### src/hw/rtl/palette_channel_fade_engine_unit_macros.svh
// Assertion macros for the palette channel fade engine.
`ifndef PALETTE_CHANNEL_FADE_ENGINE_UNIT_MACROS_SVH
`define PALETTE_CHANNEL_FADE_ENGINE_UNIT_MACROS_SVH

// ante implies cons in the same cycle
`define PCFE_ASSERT_SAME(lbl, clk, rst_n, ante, cons) \
    lbl: assert property (@(posedge clk) disable iff (!rst_n) (ante) |-> (cons)) \
        else $error("pcfe: same-cycle check failed");

// ante implies cons in the following cycle
`define PCFE_ASSERT_NEXT(lbl, clk, rst_n, ante, cons) \
    lbl: assert property (@(posedge clk) disable iff (!rst_n) (ante) |=> (cons)) \
        else $error("pcfe: next-cycle check failed");

`endif

### src/hw/rtl/pcfe_pkg.sv
// Types, constants and codes shared by the fade engine modules.
package pcfe_pkg;

    localparam int C_NUM_CHANNELS = 8;
    localparam int C_CHAN_W       = 3;
    localparam int C_CHAN_SLOTS   = 2 ** C_CHAN_W;
    localparam int C_COLOR_W      = 15;
    localparam int C_COMP_W       = 5;
    localparam int C_GREEN_LSB    = 5;
    localparam int C_BLUE_LSB     = 10;
    localparam int C_FRAME_W      = 16;
    localparam int C_FRAC_W       = 17;
    localparam int C_QUO_W        = 2 * C_FRAME_W;
    localparam int C_DIV_STEPS    = C_QUO_W;
    localparam int C_DIV_CNT_W    = $clog2(C_DIV_STEPS);
    localparam int C_SUM_W        = 22;

    localparam logic [C_FRAC_W-1:0] C_ONE_FIX = 17'h10000;

    localparam logic C_OP_START = 1'b0;
    localparam logic C_OP_TICK  = 1'b1;

    localparam logic [1:0] C_COMP_RED   = 2'd0;
    localparam logic [1:0] C_COMP_GREEN = 2'd1;
    localparam logic [1:0] C_COMP_BLUE  = 2'd2;

    typedef struct packed {
        logic                 operation;
        logic [C_CHAN_W-1:0]  channel;
        logic [C_COLOR_W-1:0] from_color;
        logic [C_COLOR_W-1:0] to_color;
        logic [C_FRAME_W-1:0] frame_total;
    } t_in_item;

    typedef struct packed {
        logic [C_CHAN_W-1:0]  out_channel;
        logic [C_COLOR_W-1:0] out_color;
        logic                 finished;
        logic                 last;
    } t_out_item;

    typedef enum logic [2:0] {
        ST_IDLE,
        ST_SCAN,
        ST_DIV,
        ST_FRAC,
        ST_MIX,
        ST_EMIT
    } t_state;

    typedef struct packed {
        logic                load_start;
        logic                div_init;
        logic                div_step;
        logic                frac_load;
        logic                mix_en;
        logic [1:0]          comp;
        logic                emit;
        logic [C_CHAN_W-1:0] idx;
    } t_cmd;

    typedef struct packed {
        logic active;
        logic instant;
        logic more_after;
        logic out_free;
    } t_sts;

endpackage

### src/hw/rtl/palette_channel_fade_engine_unit.sv
// Top level of the palette channel fade engine: sequencer plus datapath.
//
// Input channel (i_in_valid / o_in_stall / i_in_data): a start transfer loads
// one channel's colors and frame count. A tick transfer visits the eight
// channel slots in ascending order and yields one result transfer per active
// channel, the final one flagged last.
// Output channel (o_out_valid / i_out_stall / o_out_data): one result register.
// Tick steps: a scan step per slot visited; for a channel with a frame count
// of 0 or 1 the hand-off follows its scan; a fading channel adds 32 restoring
// divide steps for the fraction, a cap step and 3 component mix steps before
// its hand-off step. Scanning stops after the last active channel.
// o_in_stall is high from tick acceptance until the last result is in the
// output register; a new transfer is taken while that result still waits.
// A stalled receiver holds the engine in its hand-off step until the result
// register frees up.
// Reset (i_rst_n low, synchronous) clears all active flags and the output
// valid; channel colors and counts are loaded by start transfers.
`include "palette_channel_fade_engine_unit_macros.svh"

module palette_channel_fade_engine_unit (
    input  logic                i_clk,
    input  logic                i_rst_n,
    input  logic                i_in_valid,
    output logic                o_in_stall,
    input  pcfe_pkg::t_in_item  i_in_data,
    output logic                o_out_valid,
    input  logic                i_out_stall,
    output pcfe_pkg::t_out_item o_out_data
);

    pcfe_pkg::t_cmd w_cmd;
    pcfe_pkg::t_sts w_sts;

    pcfe_ctrl u_ctrl (
        .i_clk      (i_clk),
        .i_rst_n    (i_rst_n),
        .i_in_valid (i_in_valid),
        .i_in_op    (i_in_data.operation),
        .i_sts      (w_sts),
        .o_cmd      (w_cmd),
        .o_in_stall (o_in_stall)
    );

    pcfe_dp u_dp (
        .i_clk       (i_clk),
        .i_rst_n     (i_rst_n),
        .i_in_data   (i_in_data),
        .i_cmd       (w_cmd),
        .o_sts       (w_sts),
        .i_out_stall (i_out_stall),
        .o_out_valid (o_out_valid),
        .o_out_data  (o_out_data)
    );

    // a result is only loaded when the output register can take it
    `PCFE_ASSERT_SAME(a_emit_free, i_clk, i_rst_n, w_cmd.emit, w_sts.out_free)
    // only active channels produce results
    `PCFE_ASSERT_SAME(a_emit_active, i_clk, i_rst_n, w_cmd.emit, w_sts.active)
    // the result flagged last returns the engine to accepting input
    `PCFE_ASSERT_NEXT(a_last_idle, i_clk, i_rst_n, w_cmd.emit && !w_sts.more_after,
        !o_in_stall && o_out_valid && o_out_data.last)
    // a loaded result appears at the output next cycle
    `PCFE_ASSERT_NEXT(a_emit_valid, i_clk, i_rst_n, w_cmd.emit, o_out_valid)

endmodule

### src/hw/rtl/pcfe_ctrl.sv
// Sequencer: channel scan, divide steps, component mix and result hand-off.
module pcfe_ctrl (
    input  logic            i_clk,
    input  logic            i_rst_n,
    input  logic            i_in_valid,
    input  logic            i_in_op,
    input  pcfe_pkg::t_sts  i_sts,
    output pcfe_pkg::t_cmd  o_cmd,
    output logic            o_in_stall
);

    localparam logic [pcfe_pkg::C_CHAN_W-1:0] C_LAST_SLOT =
        pcfe_pkg::C_CHAN_W'(pcfe_pkg::C_CHAN_SLOTS - 1);
    localparam logic [pcfe_pkg::C_DIV_CNT_W-1:0] C_LAST_STEP =
        pcfe_pkg::C_DIV_CNT_W'(pcfe_pkg::C_DIV_STEPS - 1);

    pcfe_pkg::t_state                   r_state, n_state;
    logic [pcfe_pkg::C_CHAN_W-1:0]      r_idx, n_idx;
    logic [pcfe_pkg::C_DIV_CNT_W-1:0]   r_cnt, n_cnt;
    logic [1:0]                         r_comp, n_comp;

    always_ff @(posedge i_clk) begin
        if (!i_rst_n) begin
            r_state <= pcfe_pkg::ST_IDLE;
            r_idx   <= '0;
            r_cnt   <= '0;
            r_comp  <= pcfe_pkg::C_COMP_RED;
        end else begin
            r_state <= n_state;
            r_idx   <= n_idx;
            r_cnt   <= n_cnt;
            r_comp  <= n_comp;
        end
    end

    always_comb begin
        n_state    = r_state;
        n_idx      = r_idx;
        n_cnt      = r_cnt;
        n_comp     = r_comp;
        o_cmd      = '0;
        o_cmd.idx  = r_idx;
        o_cmd.comp = r_comp;
        o_in_stall = 1'b1;
        unique case (r_state)
            pcfe_pkg::ST_IDLE: begin
                o_in_stall = 1'b0;
                if (i_in_valid) begin
                    if (i_in_op == pcfe_pkg::C_OP_START) begin
                        o_cmd.load_start = 1'b1;
                    end else begin
                        n_idx   = '0;
                        n_state = pcfe_pkg::ST_SCAN;
                    end
                end
            end
            pcfe_pkg::ST_SCAN: begin
                if (i_sts.active) begin
                    if (i_sts.instant) begin
                        n_state = pcfe_pkg::ST_EMIT;
                    end else begin
                        o_cmd.div_init = 1'b1;
                        n_cnt          = '0;
                        n_state        = pcfe_pkg::ST_DIV;
                    end
                end else if (r_idx == C_LAST_SLOT) begin
                    n_state = pcfe_pkg::ST_IDLE;
                end else begin
                    n_idx = r_idx + pcfe_pkg::C_CHAN_W'(1);
                end
            end
            pcfe_pkg::ST_DIV: begin
                o_cmd.div_step = 1'b1;
                n_cnt          = r_cnt + pcfe_pkg::C_DIV_CNT_W'(1);
                if (r_cnt == C_LAST_STEP) begin
                    n_state = pcfe_pkg::ST_FRAC;
                end
            end
            pcfe_pkg::ST_FRAC: begin
                o_cmd.frac_load = 1'b1;
                n_comp          = pcfe_pkg::C_COMP_RED;
                n_state         = pcfe_pkg::ST_MIX;
            end
            pcfe_pkg::ST_MIX: begin
                o_cmd.mix_en = 1'b1;
                n_comp       = r_comp + 2'd1;
                if (r_comp == pcfe_pkg::C_COMP_BLUE) begin
                    n_state = pcfe_pkg::ST_EMIT;
                end
            end
            pcfe_pkg::ST_EMIT: begin
                if (i_sts.out_free) begin
                    o_cmd.emit = 1'b1;
                    if (!i_sts.more_after || r_idx == C_LAST_SLOT) begin
                        n_state = pcfe_pkg::ST_IDLE;
                    end else begin
                        n_idx   = r_idx + pcfe_pkg::C_CHAN_W'(1);
                        n_state = pcfe_pkg::ST_SCAN;
                    end
                end
            end
            default: begin
                n_state = pcfe_pkg::ST_IDLE;
            end
        endcase
    end

endmodule

### src/hw/rtl/pcfe_dp.sv
// Datapath: channel state, restoring divider, component mixer, output register.
module pcfe_dp (
    input  logic                i_clk,
    input  logic                i_rst_n,
    input  pcfe_pkg::t_in_item  i_in_data,
    input  pcfe_pkg::t_cmd      i_cmd,
    output pcfe_pkg::t_sts      o_sts,
    input  logic                i_out_stall,
    output logic                o_out_valid,
    output pcfe_pkg::t_out_item o_out_data
);

    localparam int C_N = pcfe_pkg::C_CHAN_SLOTS;

    logic [C_N-1:0]                  r_active;
    logic [pcfe_pkg::C_COLOR_W-1:0]  r_from  [C_N];
    logic [pcfe_pkg::C_COLOR_W-1:0]  r_to    [C_N];
    logic [pcfe_pkg::C_FRAME_W-1:0]  r_total [C_N];
    logic [pcfe_pkg::C_FRAME_W-1:0]  r_frame [C_N];

    logic [pcfe_pkg::C_FRAME_W-1:0]  r_rem;
    logic [pcfe_pkg::C_QUO_W-1:0]    r_quo;
    logic [pcfe_pkg::C_FRAC_W-1:0]   r_frac;
    logic [pcfe_pkg::C_COLOR_W-1:0]  r_mix;
    logic                            r_out_valid;
    pcfe_pkg::t_out_item             r_out_data;

    logic [pcfe_pkg::C_COLOR_W-1:0]  w_from, w_to;
    logic [pcfe_pkg::C_FRAME_W-1:0]  w_total, w_frame, w_next, w_divisor;
    logic [pcfe_pkg::C_FRAME_W:0]    w_trial, w_diff;
    logic                            w_ge;
    logic [C_N-1:0]                  w_above;
    logic                            w_start_ok;
    logic                            w_done;
    logic [pcfe_pkg::C_COLOR_W-1:0]  w_from_sh, w_to_sh;
    logic [pcfe_pkg::C_COMP_W-1:0]   w_a, w_b, w_res;
    logic [pcfe_pkg::C_FRAC_W-1:0]   w_inv;
    logic [pcfe_pkg::C_SUM_W-1:0]    w_sum;

    assign w_from    = r_from[i_cmd.idx];
    assign w_to      = r_to[i_cmd.idx];
    assign w_total   = r_total[i_cmd.idx];
    assign w_frame   = r_frame[i_cmd.idx];
    assign w_next    = w_frame + pcfe_pkg::C_FRAME_W'(1);
    assign w_done    = (w_next >= w_total);
    assign w_divisor = w_total - pcfe_pkg::C_FRAME_W'(1);

    // one quotient bit per step; remainder always stays below the divisor
    assign w_trial = {r_rem, r_quo[pcfe_pkg::C_QUO_W-1]};
    assign w_ge    = (w_trial >= {1'b0, w_divisor});
    assign w_diff  = w_trial - {1'b0, w_divisor};

    assign w_above    = r_active >> i_cmd.idx;
    assign w_start_ok = (32'(i_in_data.channel) < pcfe_pkg::C_NUM_CHANNELS);

    always_comb begin
        case (i_cmd.comp)
            pcfe_pkg::C_COMP_GREEN: begin
                w_from_sh = w_from >> pcfe_pkg::C_GREEN_LSB;
                w_to_sh   = w_to >> pcfe_pkg::C_GREEN_LSB;
            end
            pcfe_pkg::C_COMP_BLUE: begin
                w_from_sh = w_from >> pcfe_pkg::C_BLUE_LSB;
                w_to_sh   = w_to >> pcfe_pkg::C_BLUE_LSB;
            end
            default: begin
                w_from_sh = w_from;
                w_to_sh   = w_to;
            end
        endcase
    end

    assign w_a   = w_from_sh[pcfe_pkg::C_COMP_W-1:0];
    assign w_b   = w_to_sh[pcfe_pkg::C_COMP_W-1:0];
    assign w_inv = pcfe_pkg::C_ONE_FIX - r_frac;
    assign w_sum = pcfe_pkg::C_SUM_W'(w_a) * pcfe_pkg::C_SUM_W'(w_inv)
                 + pcfe_pkg::C_SUM_W'(w_b) * pcfe_pkg::C_SUM_W'(r_frac);
    assign w_res = w_sum[pcfe_pkg::C_FRAME_W +: pcfe_pkg::C_COMP_W];

    always_ff @(posedge i_clk) begin
        if (!i_rst_n) begin
            r_active    <= '0;
            r_out_valid <= 1'b0;
        end else begin
            if (i_cmd.load_start && w_start_ok) begin
                r_active[i_in_data.channel] <= 1'b1;
            end else if (i_cmd.emit && w_done) begin
                r_active[i_cmd.idx] <= 1'b0;
            end
            if (i_cmd.emit) begin
                r_out_valid <= 1'b1;
            end else if (!i_out_stall) begin
                r_out_valid <= 1'b0;
            end
        end
    end

    always_ff @(posedge i_clk) begin
        if (i_cmd.load_start && w_start_ok) begin
            r_from[i_in_data.channel]  <= i_in_data.from_color;
            r_to[i_in_data.channel]    <= i_in_data.to_color;
            r_total[i_in_data.channel] <= i_in_data.frame_total;
            r_frame[i_in_data.channel] <= '0;
        end else if (i_cmd.emit) begin
            r_frame[i_cmd.idx] <= w_next;
        end

        if (i_cmd.div_init) begin
            r_rem <= '0;
            r_quo <= {w_frame, {pcfe_pkg::C_FRAME_W{1'b0}}};
        end else if (i_cmd.div_step) begin
            r_rem <= w_ge ? w_diff[pcfe_pkg::C_FRAME_W-1:0]
                          : w_trial[pcfe_pkg::C_FRAME_W-1:0];
            r_quo <= {r_quo[pcfe_pkg::C_QUO_W-2:0], w_ge};
        end

        if (i_cmd.frac_load) begin
            r_frac <= (r_quo > pcfe_pkg::C_QUO_W'(pcfe_pkg::C_ONE_FIX))
                    ? pcfe_pkg::C_ONE_FIX : r_quo[pcfe_pkg::C_FRAC_W-1:0];
        end

        if (i_cmd.mix_en) begin
            case (i_cmd.comp)
                pcfe_pkg::C_COMP_GREEN:
                    r_mix[pcfe_pkg::C_GREEN_LSB +: pcfe_pkg::C_COMP_W] <= w_res;
                pcfe_pkg::C_COMP_BLUE:
                    r_mix[pcfe_pkg::C_BLUE_LSB +: pcfe_pkg::C_COMP_W] <= w_res;
                default:
                    r_mix[0 +: pcfe_pkg::C_COMP_W] <= w_res;
            endcase
        end

        if (i_cmd.emit) begin
            r_out_data.out_channel <= i_cmd.idx;
            r_out_data.out_color   <= (w_total > 16'd1) ? r_mix : w_to;
            r_out_data.finished    <= w_done;
            r_out_data.last        <= ~|w_above[C_N-1:1];
        end
    end

    assign o_sts.active     = w_above[0];
    assign o_sts.instant    = (w_total <= 16'd1);
    assign o_sts.more_after = |w_above[C_N-1:1];
    assign o_sts.out_free   = !r_out_valid || !i_out_stall;

    assign o_out_valid = r_out_valid;
    assign o_out_data  = r_out_data;

endmodule
### config.mk
export PLATFORM = sky130hd
export DESIGN_NAME = palette_channel_fade_engine_unit
export DESIGN_NICKNAME = d
export VERILOG_FILES = /design/src/hw/rtl/pcfe_pkg.sv /design/src/hw/rtl/palette_channel_fade_engine_unit.sv /design/src/hw/rtl/pcfe_ctrl.sv /design/src/hw/rtl/pcfe_dp.sv
export VERILOG_INCLUDE_DIRS = /design/src /design/src/hw/rtl
export SDC_FILE = /design/constraint.sdc
export NUM_CORES = 1
export LEC_CHECK = 0
export ABC_AREA = 1
export ABC_CLOCK_PERIOD_IN_PS = 15300
export BUFFER_PORTS_ARGS = -buffer_cell sky130_fd_sc_hd__buf_2
export CAP_MARGIN = 20
export CORE_UTILIZATION = 60
export CTS_CLUSTER_SIZE = 20
export DETAILED_ROUTE_END_ITERATION = 7
export MAX_ROUTING_LAYER = met4
export PLACE_DENSITY_LB_ADDON = 0.08
export SLEW_MARGIN = 40
export SYNTH_ARGS = -nofsm -noshare
export SYNTH_HDL_FRONTEND = slang
export SYNTH_SLANG_ARGS = --single-unit
export TNS_END_PERCENT = 30
### constraint.sdc
create_clock -name i_clk -period 15.3 [get_ports i_clk]
set_input_delay 0.765 -clock i_clk [delete_from_list [all_inputs] [get_ports i_clk]]
set_output_delay 0.765 -clock i_clk [all_outputs]
set_load 0.01 [all_outputs]
-- Word-level counts from Yosys, hierarchy flattened
Memory sizes are Yosys's and may differ from the RTL's. A register that Yosys moved wholly into a read port is not among the register bits.
Index checks and enable logic that the tools add are counted.
W data, S select, Z words.
- logic and storage cells: 152
- memory bits (writable): 496
- register bits: 122
- input bits: 54
- output and inout port bits: 22
- memories kept: 4
- add/sub/neg operators: 8
- shift operators: 1
- reduce and logical (&&, ||, !) cells: 23
- multiplexer cells: 63
- magnitude comparators: 9
- bitwise logic cells: 4
- equal/unequal tests: 21
- multipliers: 2
- memory list (memory ; words ; bits a word ; read ports ; clocked after Yosys merged registers in ; write ports ; RTL line ; text):
    u_dp.r_frame ; 8 ; 16 ; 1 ; 1 ; 1 ; pcfe_dp.sv:19 ; logic [pcfe_pkg::C_FRAME_W-1:0] r_frame [C_N];
    u_dp.r_total ; 8 ; 16 ; 1 ; 1 ; 1 ; pcfe_dp.sv:18 ; logic [pcfe_pkg::C_FRAME_W-1:0] r_total [C_N];
    u_dp.r_from ; 8 ; 15 ; 1 ; 1 ; 1 ; pcfe_dp.sv:16 ; logic [pcfe_pkg::C_COLOR_W-1:0] r_from [C_N];
    u_dp.r_to ; 8 ; 15 ; 1 ; 1 ; 1 ; pcfe_dp.sv:17 ; logic [pcfe_pkg::C_COLOR_W-1:0] r_to [C_N];
- operators with widths (kind ; count):
    $mux W3 ; 23
    $mux W32 ; 2
    $mul A5 B17 Y21 ; 2
    $gt A32 B17 Y1 const B ; 1
    $mux W16 ; 2
    $pmux W5 S2 ; 3
    $mux W1 ; 23
    $add A21 B21 Y21 ; 1
    $pmux W3 S6 ; 1
    $ge A17 B16 Y1 ; 1
    $sub A17 B17 Y17 const A ; 1
    $add A16 B1 Y16 const B ; 1
    $ge A16 B16 Y1 ; 1
    $gt A16 B1 Y1 const B ; 1
    $le A16 B1 Y1 const B ; 1
    $mux W8 ; 2
    $reduce_or A16 Y1 ; 1
    $sub A16 B1 Y16 const B ; 1
    $sub A16 B16 Y16 ; 1
    $mux W15 ; 1
    $ne A2 B2 Y1 const B ; 6
    $mux W5 ; 2
    $ne A2 B1 Y1 const B ; 5
    $eq A3 B3 Y1 const B ; 3
    other kinds (31) ; 45

-- Depth between registers and ports, before layout
Gate-level depths: netlist (run 1).
- depth after elaboration: 9
- gate-level depth with buffers: 38
- mapped depth without buffers: 33

-- Modules after synthesis
Synthesis (run 1) repeated with hierarchy kept, for this count alone.
- cell total of the unflattened synthesis: 3136
- area total of the unflattened synthesis: 32137.1 µm²
- by module, submodules not included (module ; sequential area each (µm²) ; area each (µm²) ; instances ; cells each):
    pcfe_dp ; 17757.0 ; 31306.3 ; 1 ; 3003
    pcfe_ctrl ; 260.2 ; 830.8 ; 1 ; 133

-- Worst setup path before layout (run 1)
OpenSTA, ideal clock, no wires.
- path kind: register -> register
- start: reg (tool-made name)
- end: reg u_dp.r_mix[14] (netlist name) (data pin)
- clock period less this slack: 6.207 ns
- path buffers: 7
- stages on the path, launching flop included: 35
- setup slack: 9.093 ns
- setup time: 0.261 ns
- arrival: 5.946 ns
- required time: 15.039 ns
- cells stage by stage: dfxtp_1 > buf_6 > buf_4 > buf_6 > buf_4 > buf_2 > buf_2 > nor2_1 > o221ai_1 > o211ai_1 > nand2_1 > nand2_1 > nand2_1 > buf_2 > nand2_1 > fa_1 > inv_1 > fa_1 > fa_1 > fa_1 > inv_1 > fa_1 > inv_1 > ha_1 > nand2_1 > nor2_1 > nand2_1 > o221ai_1 > nand2_1 > a21oi_1 > nor2_1 > nand3_1 > nand2_1 > nand2_1 > nand2_1
- RTL lines (what ; RTL line ; text):
    to (signal, indexed assignment) ; pcfe_dp.sv:125 ; r_mix[pcfe_pkg::C_GREEN_LSB +: pcfe_pkg::C_COMP_W] <= w_res;
    to (signal, indexed assignment) ; pcfe_dp.sv:127 ; r_mix[pcfe_pkg::C_BLUE_LSB +: pcfe_pkg::C_COMP_W] <= w_res;
    to (signal, indexed assignment) ; pcfe_dp.sv:129 ; r_mix[0 +: pcfe_pkg::C_COMP_W] <= w_res;
    to (decl) ; pcfe_dp.sv:24 ; logic [pcfe_pkg::C_COLOR_W-1:0] r_mix;

==> results.json, run 1 <==
{
  "worst_hold_startpoint": "i_in_data[22]",
  "syn-num-nets": 3258,
  "die_y_um": 232.3,
  "first_pass_iters": 5,
  "grt_first_pass_wirelength_um": 121200,
  "drt-initial-drc-count": 2041,
  "first_global_vias": 21498,
  "hold-path-cell-count": 1,
  "clkSlewWorstSetupHoldPaths_ns": 0.06,
  "synth-warning-count": 0,
  "timing.reg2reg.worst_path_depth": 32,
  "slew_at_the_pin_closest_to_its_max_slew_limit_ns": 0.8759,
  "timing.final.crit_share": 0.5227,
  "finalClockSkew_ns": 0.02485,
  "routed-via-count": 22065,
  "io-pin-count": 76,
  "final_layout_size_suffix_gt1_frac": 0.08710,
  "numCtsBuffers": 66,
  "placement.io_buffers": 75,
  "num_rows": 84,
  "clk_path_buf_depth": 3,
  "start_util": 0.6068,
  "area_growth_syn_to_layout_pct": 9.216,
  "maxCapViolCount": 0,
  "largest_net_degree_at_the_start_of_global_routing": 101,
  "layout.cells.non_filler": 3791,
  "globalRoute.totalOverflow": 0,
  "detail_route.wirelength_um": 78150,
  "synth-async-reset-ratio": 0,
  "track_usage": 0.3058,
  "final-hold-violation-count": 0,
  "netlist_instances": 3000,
  "setup_violations": 0,
  "leading_cell_type_in_the_layout_fill_and_taps_excluded": "edfxtp_1",
  "timing.critical_path.fanout_max": 97,
  "hp-class": "in2reg",
  "design.core.area_sq_um": 52450,
  "clock-root-buffer": "clkbuf_16",
  "critPathCaptureType": "flop",
  "synth_top_area_frac": 0.5322,
  "crit_arrival_ns": 8.33,
  "netlist_area_sq_um": 31820,
  "max_freq_ghz": 0.1250,
  "crit_required_ns": 15.63,
  "holdPathEnd": "u_dp.r_to[2][6]",
  "tritoncts_clock_tree": "done",
  "worst_skew_late_latency_ns": 0.61,
  "synth_seq_area_share": 0.5680,
  "fillCellCount": 4064,
  "most_used_dff_post_synth": "edfxtp_1",
  "critical_path_startpoint_category": "flop",
  "design.die.area_sq_um": 53970,
  "tritoncts_num_sinks": 621,
  "run_status": "complete, no violations",
  "chipWidth_um": 232.3,
  "setup_fix_bufs_post_cts": 0,
  "relSlewSlack": 0.4147,
  "syn_area_per_cell_sq_um": 10.61,
  "remaining_drc_errors": 0,
  "synth.largest_area_cell": "edfxtp_1",
  "post_drt_wl_per_cell_um": 20.61,
  "crit_slowest_cell": "buf_4",
  "most-common-layout-cells": "564 x edfxtp_1, 434 x nand2_1, 428 x nor2_1",
  "postSynthRegisterBits": 621,
  "netlist_top_cells_area": "edfxtp_1 53%, fa_1 7.8%, nand2_1 5.1%",
  "critical-path-top-cell-by-count": "nand2_1",
  "design.final.nets": 3307,
  "reg_to_reg_setup_timing_slack_ns": 7.30,
  "hpwlAfterDp_um": 49890,
  "finalCriticalPeriod_ns": 7.998,
  "cell_count_after_placement": 3669,
  "timing.rr.end": "u_dp.r_mix[14]",
  "critPathKind": "reg2reg",
  "yosys.cell_types.count": 56,
  "synth_edf_count": 564,
  "rsz_0062_raised_after_global_routing": "no",
  "htreeDepth": 3,
  "post_cts_sizing": 0,
  "antenna_found_initial": 3,
  "routed_via_density": 5.820,
  "timing_max_transition_violations_final": 0,
  "route.antenna.remaining_nets": 0,
  "gp_routability_congestion": 0.9306,
  "cts_hold_buf": 0,
  "critical_path.max_stage_delay_ns": 0.69,
  "setup_total_negative_slack_ns": 0
}
[metal layers]
layer	vias to the layer above	global-route usage	share of wire
met1	10721	0.4318	0.43
met3	137	0.04912	0.078
met5	-	-	0
li1	10330	-	-
met4	0	0.08265	0.024
met2	877	0.4627	0.47
[logic make-up (layout without fill, tap and decap cells)]
| group | Yosys count | after routing | share of synthesized area |
|---|---|---|---|
| simple gates | 1057 | 1057 | 0.1348 |
| flops | 621 | 621 | 0.5680 |
| compound gates | 566 | 566 | 0.1025 |
| buf+inv | 495 | 595 | 0.06931 |
| fa+ha+maj | 204 | 204 | 0.1095 |
| xor+xnor | 55 | 55 | 0.01514 |
| mux | 2 | 2 | 0.0007076 |
| other cells | 0 | 3 | 0 |
[registers in the layout, indices dropped and copies added, names as in the netlist, named ones only]
name and flops:
u_dp.o_out_data 20, u_ctrl.r_idx 3, u_dp.r_quo 32, u_dp.r_active 8, u_dp.r_to 120, u_dp.r_from 120, u_dp.r_mix 15, u_dp.o_out_valid 1
u_dp.r_frac 17, u_dp.r_frame 128, u_dp.r_total 128, u_ctrl.r_comp 2, u_ctrl.r_cnt 5, u_dp.r_rem 16, u_ctrl.r_state 3
[worst max-delay path, delay by kind of cell (launching register included)]
kind	cells	cell delay, ns
flops	1	0.43
simple gates	14	1.53
buf+inv	8	1.78
compound gates	4	0.88
fa+ha+maj	6	3.02
[worst max path at each step]
| stage | startpoint | to | depth (start not counted) |
|---|---|---|---|
| floorplan | flop | u_dp.r_mix[14] | 34 |
| global placement | flop | u_dp.r_mix[14] | 32 |
| detailed placement | flop | u_dp.r_mix[14] | 32 |
| CTS | flop | u_dp.r_mix[14] | 32 |
| global route | flop | u_dp.r_mix[14] | 32 |
| finish | flop | u_dp.r_mix[14] | 32 |
[metrics by stage]
stage	hold WS (ns)	setup slack, ns	utilization	cell area (sq um)
floorplan	0.4335	9.093	-	31820
global placement	0.4459	7.547	0.6208	32560
detailed placement	0.4704	7.442	0.6224	32640
CTS	0.3953	7.376	0.6623	34740
global route	0.4062	6.821	0.6627	34760
finish	0.4290	7.302	0.6627	34760
[cell usage after synthesis, drive strengths merged (5+ instances only)]
library cell / count
a211oi: 5
a21o: 6
a21oi: 94
buf: 99
clkbuf: 30
dfxtp: 57
edfxtp: 564
fa: 124
ha: 80
inv: 362
nand2: 441
nand3: 105
nand4: 17
nor2: 442
nor3: 39
nor4: 6
o211ai: 23
o21a: 15
o21ai: 289
o221ai: 18
o22ai: 94
xnor2: 10
xor2: 45
[cell type report]
type,count,area (sq um),share of cell area
multi-input cells,1884,11630,0.3347
inverters,366,1380,0.03971
clock inverters,34,350.3,0.01008
diodes,3,7.507,0.0002160
well taps,688,860.8,0.02477
clock buffers,85,1744,0.05018
flip-flops and latches,621,18090,0.5204
repair buffers,110,693.2,0.01994
Power of run 1 is left out: the tool's default activity adds up to more than one toggle a clock period on the data nets, which glitch-free logic cannot reach.
==> run 2, diff against run 1 <==
- ABC_CLOCK_PERIOD_IN_PS: 15300 -> 6900
- CORE_UTILIZATION: 60 -> 57
- clock period: 15.3 -> 6.9 ns (I/O delays scaled with it)
==> run 2 against run 1 <==
Against the previous run: non-clock buffer count up 81; critical endpoint is now u_dp.r_mix[9]; wire length up 0.47%; global-route usage down 1.5 points; highest routed layer unchanged.
==> results.json, run 2 (synthesis gave the netlist of run 1 again) <==
{
  "crit_arrival_ns": 6.87,
  "drt-initial-drc-count": 1912,
  "htreeDepth": 3,
  "worst_hold_startpoint": "i_in_data[24]",
  "clkSlewWorstSetupHoldPaths_ns": 0.06,
  "largest_net_degree_at_the_start_of_global_routing": 89,
  "critical_path_startpoint_category": "flop",
  "final-hold-violation-count": 0,
  "worst_skew_late_latency_ns": 0.60,
  "grt_first_pass_wirelength_um": 121800,
  "design.final.nets": 3388,
  "max_freq_ghz": 0.1527,
  "finalCriticalPeriod_ns": 6.549,
  "cell_count_after_placement": 3781,
  "critPathCaptureType": "flop",
  "hold-path-cell-count": 1,
  "largestRegisters": "u_dp.r_frame (128), u_dp.r_total (128)",
  "fillCellCount": 4371,
  "numCtsBuffers": 66,
  "final_core_util": 0.6480,
  "run_status": "complete, no violations",
  "fin_worst_hold_slack_ns": 0.02765,
  "clock-root-buffer": "clkbuf_16",
  "track_usage": 0.2910,
  "detail_route.wirelength_um": 78520,
  "routed-via-count": 22310,
  "die_y_um": 238.3,
  "start_util": 0.5776,
  "timing.final.crit_share": 0.9492,
  "setup_violations": 0,
  "route.antenna.remaining_nets": 0,
  "timing.reg2reg.worst_path_depth": 29,
  "detailedPlace.worstSlack_ns": 0.2295,
  "globalRoute.totalOverflow": 0,
  "timing.rr.end": "u_dp.r_mix[9]",
  "holdPathEnd": "u_dp.r_to[2][8]",
  "remaining_drc_errors": 0,
  "finalClockSkew_ns": 0.04002,
  "design.die.area_sq_um": 56780,
  "io-pin-count": 76,
  "crit_slowest_cell": "fa_1",
  "leading_cell_type_in_the_layout_fill_and_taps_excluded": "edfxtp_1",
  "hp-class": "in2reg",
  "reg_to_reg_setup_timing_slack_ns": 0.35,
  "layout.cells.non_filler": 3930,
  "hpwlAfterDp_um": 52270,
  "area_growth_syn_to_layout_pct": 12.18,
  "critPathKind": "reg2reg",
  "tritoncts_clock_tree": "done",
  "tritoncts_num_sinks": 621,
  "first_global_vias": 21820,
  "design.core.area_sq_um": 55090,
  "timing_max_transition_violations_final": 0,
  "antenna_found_initial": 3,
  "layout_setup_ws_ns": 0.3507,
  "critical_path.max_stage_delay_ns": 0.57,
  "placement.io_buffers": 75,
  "crit_required_ns": 7.22,
  "post_drt_wl_per_cell_um": 19.98,
  "relSlewSlack": 0.4660,
  "timing.critical_path.fanout_max": 9,
  "final_layout_size_suffix_gt1_frac": 0.1038,
  "gp_routability_congestion": 0.9445,
  "slew_at_the_pin_closest_to_its_max_slew_limit_ns": 0.7926,
  "first_pass_iters": 5,
  "critical-path-top-cell-by-count": "nand2_1",
  "reg2reg_from": "u_ctrl.r_comp[0]",
  "maxCapViolCount": 0,
  "most-common-layout-cells": "564 x edfxtp_1, 433 x nand2_1, 427 x nor2_1",
  "clk_path_buf_depth": 3,
  "num_rows": 86,
  "chipWidth_um": 238.3,
  "routed_via_density": 5.677
}
==> run 2: cell types whose count changed in the layout (fill, tap and decap cells not counted), moves of 4 or more <==
cell,before,now
buf_6,8,13
buf_12,2,10
buf_4,25,68
dlygate4sd3_1,0,24
clkbuf_8,0,4
clkbuf_1,18,11
==> run 2: layout make-up <==
| cell class | count | area, sq um | area share |
|---|---|---|---|
| clock buffer | 82 | 1773 | 0.04966 |
| clock inverter | 34 | 371.6 | 0.01041 |
| antenna | 4 | 10.01 | 0.0002804 |
| sequential | 621 | 18090 | 0.5066 |
| inverter | 366 | 1388 | 0.03887 |
| timing repair buffer | 191 | 1498 | 0.04195 |
| tap | 748 | 935.9 | 0.02621 |
| multi-input combinational | 1884 | 11640 | 0.3260 |
==> run 2: how the worst max path moves through the flow <==
| stage | end | slack (ns) | from | cells past startpoint |
|---|---|---|---|---|
| final | u_dp.r_mix[9] | 0.35 | u_ctrl.r_comp[0] | 29 |
| after global routing | u_dp.r_mix[9] | -0.02 | flop | 27 |
| after CTS | u_dp.r_mix[9] | 0.20 | flop | 27 |
| after detailed placement | u_dp.r_mix[9] | 0.23 | flop | 27 |
| after global placement | u_dp.r_mix[14] | 0.36 | flop | 29 |
| after floorplan | u_dp.r_mix[14] | 0.69 | flop | 34 |
==> run 2: layer usage <==
metal  share of wire  vias up  global-route usage
li1                -    10486                   -
met1            0.42    10859              0.3876
met2            0.48      824              0.4574
met3           0.071      141             0.04836
met4           0.028        0             0.09654
met5               0        -                   -
==> run 2: through the flow <==
| step | area (sq um) | TNS, ns |
|---|---|---|
| 2_1_floorplan | 31820 | 0 |
| 3_3_place_gp | 33140 | 0 |
| 3_5_place_dp | 33190 | 0 |
| 4_1_cts | 35580 | 0 |
| 5_1_grt | 35700 | -0.04774 |
| 6_report | 35700 | 0 |
==> run 2: repair_timing <==
| item | 4_1_cts | 5_1_grt |
|---|---|---|
| resized for setup | 0 | 13 |
| endpoints found under the setup margin | 0 | 12 |
| buffers inserted | 0 | 4 |
| hold buffers | 24 | 0 |
| endpoints found under the hold margin | 169 | 0 |
==> run 2: worst max-delay path, delay by kind of cell (launching register included) <==
| family | cells | cell delay, ns |
|---|---|---|
| AND/OR/NAND/NOR | 13 | 1.31 |
| AO/OA/AOI/OAI | 3 | 0.34 |
| flip-flops | 1 | 0.31 |
| buffers and inverters | 6 | 0.88 |
| adder cells (fa/ha/maj) | 7 | 3.43 |
Power of run 2 is left out for the same reason.
